## src/rtl/core/pis_pkg.sv

```systemverilog
// shared constants, types and codes for the point-in-shape tester
`timescale 1ns / 1ps

package pis_pkg;

    // sizing
    localparam int MAX_VERTICES = 64;
    localparam int COORD_WIDTH  = 16;
    localparam int CNT_W        = $clog2(MAX_VERTICES + 1);
    localparam int IDX_W        = $clog2(MAX_VERTICES);
    localparam int DIFF_W       = COORD_WIDTH + 1;
    localparam int PROD_W       = 2 * DIFF_W;
    localparam int REG_IDX_W    = 3;

    typedef logic signed [COORD_WIDTH-1:0] coord_t;
    typedef logic signed [DIFF_W-1:0]      diff_t;
    typedef logic signed [PROD_W-1:0]      prod_t;
    typedef logic signed [PROD_W:0]        sum_t;
    typedef logic [CNT_W-1:0]              cnt_t;
    typedef logic [IDX_W-1:0]              idx_t;

    // command codes
    localparam logic [1:0] CMD_CLEAR  = 2'd0;
    localparam logic [1:0] CMD_APPEND = 2'd1;
    localparam logic [1:0] CMD_QUERY  = 2'd2;

    // shape kinds
    localparam logic [1:0] SHAPE_BOX     = 2'd0;
    localparam logic [1:0] SHAPE_CIRCLE  = 2'd1;
    localparam logic [1:0] SHAPE_POLYGON = 2'd2;

    // configuration register indexes
    localparam logic [REG_IDX_W-1:0] REG_SHAPE_KIND = 3'd0;
    localparam logic [REG_IDX_W-1:0] REG_BOX_MIN_X  = 3'd1;
    localparam logic [REG_IDX_W-1:0] REG_BOX_MIN_Y  = 3'd2;
    localparam logic [REG_IDX_W-1:0] REG_BOX_MAX_X  = 3'd3;
    localparam logic [REG_IDX_W-1:0] REG_BOX_MAX_Y  = 3'd4;

    // control of one vertex cell
    typedef struct packed {
        logic write;
        logic shift;
        logic wrap;
    } cell_ctl_t;

    // control into the edge unit
    typedef struct packed {
        logic clr;
        logic valid;
    } edge_ctl_t;

    // status out of the edge unit
    typedef struct packed {
        logic parity;
        logic idle;
    } edge_stat_t;

endpackage

```

## src/rtl/core/pis_edge_unit.sv

```systemverilog
// shared crossing test for one polygon edge per cycle, three stages deep
`timescale 1ns / 1ps

module pis_edge_unit (
    input  logic                clk,
    input  logic                rst_n,
    input  pis_pkg::edge_ctl_t  ctl,
    input  pis_pkg::coord_t     a_x,
    input  pis_pkg::coord_t     a_y,
    input  pis_pkg::coord_t     b_x,
    input  pis_pkg::coord_t     b_y,
    input  pis_pkg::coord_t     p_x,
    input  pis_pkg::coord_t     p_y,
    output pis_pkg::edge_stat_t stat
);

    logic           v1_reg, v1_next;
    logic           v2_reg, v2_next;
    logic           parity_reg, parity_next;
    logic           cond1_reg, cond1_next;
    logic           dneg1_reg, dneg1_next;
    logic           cond2_reg, cond2_next;
    logic           dneg2_reg, dneg2_next;
    pis_pkg::diff_t dx_reg, dx_next;
    pis_pkg::diff_t d_reg, d_next;
    pis_pkg::diff_t ex_reg, ex_next;
    pis_pkg::diff_t ey_reg, ey_next;
    pis_pkg::prod_t p1_reg, p1_next;
    pis_pkg::prod_t p2_reg, p2_next;
    logic           flip;

    // stage 1: straddle check and coordinate differences
    always_comb
    begin
        v1_next    = ctl.valid;
        cond1_next = (a_y > p_y) != (b_y > p_y);
        d_next     = pis_pkg::diff_t'(b_y) - pis_pkg::diff_t'(a_y);
        dneg1_next = b_y < a_y;
        dx_next    = pis_pkg::diff_t'(p_x) - pis_pkg::diff_t'(a_x);
        ex_next    = pis_pkg::diff_t'(b_x) - pis_pkg::diff_t'(a_x);
        ey_next    = pis_pkg::diff_t'(p_y) - pis_pkg::diff_t'(a_y);
    end

    // stage 2: the two cross products
    always_comb
    begin
        v2_next    = v1_reg;
        cond2_next = cond1_reg;
        dneg2_next = dneg1_reg;
        p1_next    = pis_pkg::prod_t'(dx_reg) * pis_pkg::prod_t'(d_reg);
        p2_next    = pis_pkg::prod_t'(ex_reg) * pis_pkg::prod_t'(ey_reg);
    end

    // stage 3: point left of the crossing toggles the parity
    assign flip = v2_reg && cond2_reg && (dneg2_reg ? (p1_reg > p2_reg) : (p1_reg < p2_reg));

    always_comb
    begin
        parity_next = parity_reg;
        if (ctl.clr)
        begin
            parity_next = 1'b0;
        end
        else if (flip)
        begin
            parity_next = !parity_reg;
        end
    end

    always_ff @(posedge clk or negedge rst_n)
    begin
        if (!rst_n)
        begin
            v1_reg     <= 1'b0;
            v2_reg     <= 1'b0;
            parity_reg <= 1'b0;
        end
        else
        begin
            v1_reg     <= v1_next;
            v2_reg     <= v2_next;
            parity_reg <= parity_next;
        end
    end

    always_ff @(posedge clk)
    begin
        cond1_reg <= cond1_next;
        dneg1_reg <= dneg1_next;
        dx_reg    <= dx_next;
        d_reg     <= d_next;
        ex_reg    <= ex_next;
        ey_reg    <= ey_next;
        cond2_reg <= cond2_next;
        dneg2_reg <= dneg2_next;
        p1_reg    <= p1_next;
        p2_reg    <= p2_next;
    end

    assign stat.parity = parity_reg;
    assign stat.idle   = !v1_reg && !v2_reg;

endmodule

```

## config.mk

```make
export PLATFORM = sky130hd
export DESIGN_NAME = pis_edge_unit
export DESIGN_NICKNAME = d
export VERILOG_FILES = /design/src/rtl/core/pis_pkg.sv /design/src/rtl/core/pis_edge_unit.sv
export SDC_FILE = /design/constraint.sdc
export NUM_CORES = 2
export LEC_CHECK = 0
export ABC_CLOCK_PERIOD_IN_PS = 17700
export BUFFER_PORTS_ARGS = -buffer_cell sky130_fd_sc_hd__buf_2
export CORE_MARGIN = 2
export CORE_UTILIZATION = 50
export DETAILED_ROUTE_END_ITERATION = 12
export PLACE_DENSITY_LB_ADDON = 0.12
export SKIP_CTS_REPAIR_TIMING = 1
export SLEW_MARGIN = 30
export SYNTH_ARGS = -nofsm -noshare
export SYNTH_HDL_FRONTEND = slang
export SYNTH_SLANG_ARGS = --single-unit
export TNS_END_PERCENT = 5
```

## constraint.sdc

```tcl
create_clock -name clk -period 17.7 [get_ports clk]
set_clock_uncertainty 0.15 [all_clocks]
set_input_delay 1.77 -clock clk [delete_from_list [all_inputs] [get_ports clk]]
set_output_delay 1.77 -clock clk [all_outputs]
set_load 0.005 [all_outputs]
```

==> impl_results.md <==
- Status: finished clean
- Worst-skew pair later-pin latency: 0.46 ns
- Yosys reg bits: between 100 and 150
- Clock Path Buffers: 2
- Most common cell after layout, fill and taps aside: inv_1
- Initial antenna violation count: 2
- Most frequent cells in the layout: inv_1, fa_1, nand2_1
- Top FF cell, synth: dfxtp_1
- DIE WIDTH: around 240 µm
- Area grow syn2layout: 6.17%
- Vias: a little over 20000
- Final hold vios: 0
- IO Port Bufs: 101
- Startpoint Class: flip-flop
- DP Wirelength: 58100 µm
- Post-Syn Area: roughly 29000 µm²
- Num CTS Buffers: 17
- Setup TNS: 0 ns
- Die Ht: 243 µm
- Final period util: 0.393
- Post-Syn Area per Cell: about 9.3 µm²
- First-pass GRT wire length: 115000 µm
- Largest net degree at the start of global routing: 18
- H-tree Lvls: 4
- I/O pin cnt: 102
- CTS tree: built
- Slew headroom: 0.408
- Sequential area share after synthesis: 0.101
- Hold Path Class: reg2reg
- Clock sinks: ~140
- GPL Wtd Cong: about 0.94
- Std cell rows: 87
- Count of final setup violators: 0
- CP top delay family: adder cells
- Synth cell types: 63
- Final instance area: a little over 30000 µm²
- CTS root buffer: clkbuf_16
- Tmin final: 6.95 ns
- Warnings from Yosys: 0
- RSZ-0062 raised after global routing: false
- Clk slew on worst S/H paths: 0.07 ns
- Grt ovf: 0
- Number of global-route vias before repair: approximately 23000
- Area after DPL: 29800 µm²
- Bufs and invs on worst path: 5
- Crit-path cells: nand2_1 -> inv_1 -> fa_1 -> inv_1 -> fa_1 -> fa_1 -> inv_1 -> fa_1 -> fa_1 -> inv_1 -> fa_1 -> inv_1 -> ha_1 -> nand4_1 -> nor3_1 -> and4_1 -> nor4_1 -> o21ai_1 -> a2111oi_0 -> nor2_1 -> o21a_1 -> nor2_1 -> xnor2_1
- Async set-or-reset flop fraction in the synthesized netlist: 0.0210
- Worst EP arrival: approximately 7.2 ns
- Max-cap violations: 0
- Achievable frequency: approximately 140 MHz
- Critical Path Fanout Max: 17
- Worst path most repeated cell: fa_1
- Routed WL per cell: approximately 17 µm
- Number of synthesized flops with an enable pin: 0
- Top cells by area, synth: fa_1, ha_1, dfxtp_1, inv_1, and2_1
- Critical path's slowest cell: dfxtp_1
- Post-Synthesis Cells: 3084
- DRC: 0
- Via/cell ratio: between 5 and 6
- CP peak stage delay: just over 0.8 ns
- Die footprint: between 50000 and 60000 µm²
- GRT Total Usage: 0.246
- DRT Pass-1 Iters: 4
- Initial Util: 0.506
- Yosys top cell area share: 0.417
- Area leader, netlist: fa_1
- Critical path class: reg2reg
- Post-layout net count: about 4100
- DRT iter0 DRCs: about 840
- Crit path capture type: flip-flop
- Slew @ Worst Pin: around 0.89 ns
- Fraction of layout cells with a size suffix above 1: 0.0469
- Req. time, crit path: 17.94 ns
- Syn_nets: just over 4000
- Antenna-violating nets left: 0
- DRT Wirelength: between 60000 and 70000 µm
- Std-Cell Core Area: approximately 56000 µm²
- Slew Limit Fails: 0
## cells in the mapped netlist, types with 4 or more instances
cell	number
a211o_1	5
a211oi_1	10
a21boi_0	11
a21o_1	40
a21oi_1	76
a31oi_1	7
and2_1	296
and3_1	12
and4_1	5
clkbuf_1	78
dfxtp_1	140
fa_1	596
ha_1	286
inv_1	721
nand2_1	300
nand2b_1	20
nand3_1	29
nand3b_1	5
nand4_1	15
nor2_1	105
nor2b_1	18
nor3_1	30
nor4_1	5
o2111ai_1	5
o211ai_1	4
o21a_1	21
o21ai_0	43
o21ai_1	11
o21bai_1	12
o31a_1	5
or2_2	5
or3_1	5
xnor2_1	89
xor2_1	24
## worst reg2reg max path, cell delays in order (launching register included)
cell	delay, ns
dfxtp_1	0.82
nand2_1	0.20
inv_1	0.17
fa_1	0.43
inv_1	0.09
fa_1	0.41
fa_1	0.51
inv_1	0.06
fa_1	0.49
fa_1	0.49
inv_1	0.05
fa_1	0.47
inv_1	0.04
ha_1	0.36
nand4_1	0.18
nor3_1	0.09
and4_1	0.21
nor4_1	0.44
o21ai_1	0.27
a2111oi_0	0.42
nor2_1	0.12
o21a_1	0.19
nor2_1	0.11
xnor2_1	0.13
## cell families (layout without fill, tap and decap cells)
family | count (synthesis) | count (layout) | synth area share
fa+ha+maj | 882 | 882 | 0.542
mux | 3 | 3 | 0.00109
buf+inv | 801 | 853 | 0.105
simple gates | 855 | 855 | 0.150
other cells | 0 | 1 | 0
xor+xnor | 113 | 113 | 0.0346
flops | 143 | 143 | 0.101
compound gates | 287 | 287 | 0.0666
## cell type report
type	instances	area, µm²
clock buffer	19	433
sequential	143	2880
timing repair buffer	101	505
multi-input combinational	2140	22700
clock inverter	12	184
antenna	1	2.50
tap	756	946
fill	5210	26100
inverter	721	2710
## per-stage QoR
step                      instances  hold WS (ns)  worst slack (ns)  utilization
after global routing           3893         0.183             10.31        0.538
after floorplan                3084         0.160             11.40            -
after global placement         3861         0.161             10.84        0.527
after detailed placement       3861         0.164             10.73        0.527
final                          3893         0.173             10.75        0.538
after CTS                      3892         0.177             10.71        0.538
## metal layers
layer	GRT usage	routed length (µm)
met4	0.0491	1220
met2	0.438	34900
met1	0.321	29300
met5	0	0
met3	0.0320	2520
## final timing paths
| kind | end | startpoint | slack (ns) | depth (start not counted) |
|---|---|---|---|---|
| worst min register to register | cond2_reg | cond1_reg | 0.17 | 0 |
| worst min-delay path | cond2_reg | cond1_reg | 0.17 | 0 |
| worst max register to register | p2_reg[33] | ex_reg[16] | 10.75 | 23 |
| worst max-delay path | p2_reg[33] | ex_reg[16] | 10.75 | 23 |
| min in group asynchronous | parity_reg | rst_n | 0.95 | 1 |
| max in group asynchronous | v1_reg | rst_n | 16.34 | 1 |
Power is not shown: default switching activity piles up to over one toggle a cycle in this logic, so the estimate is an artifact.
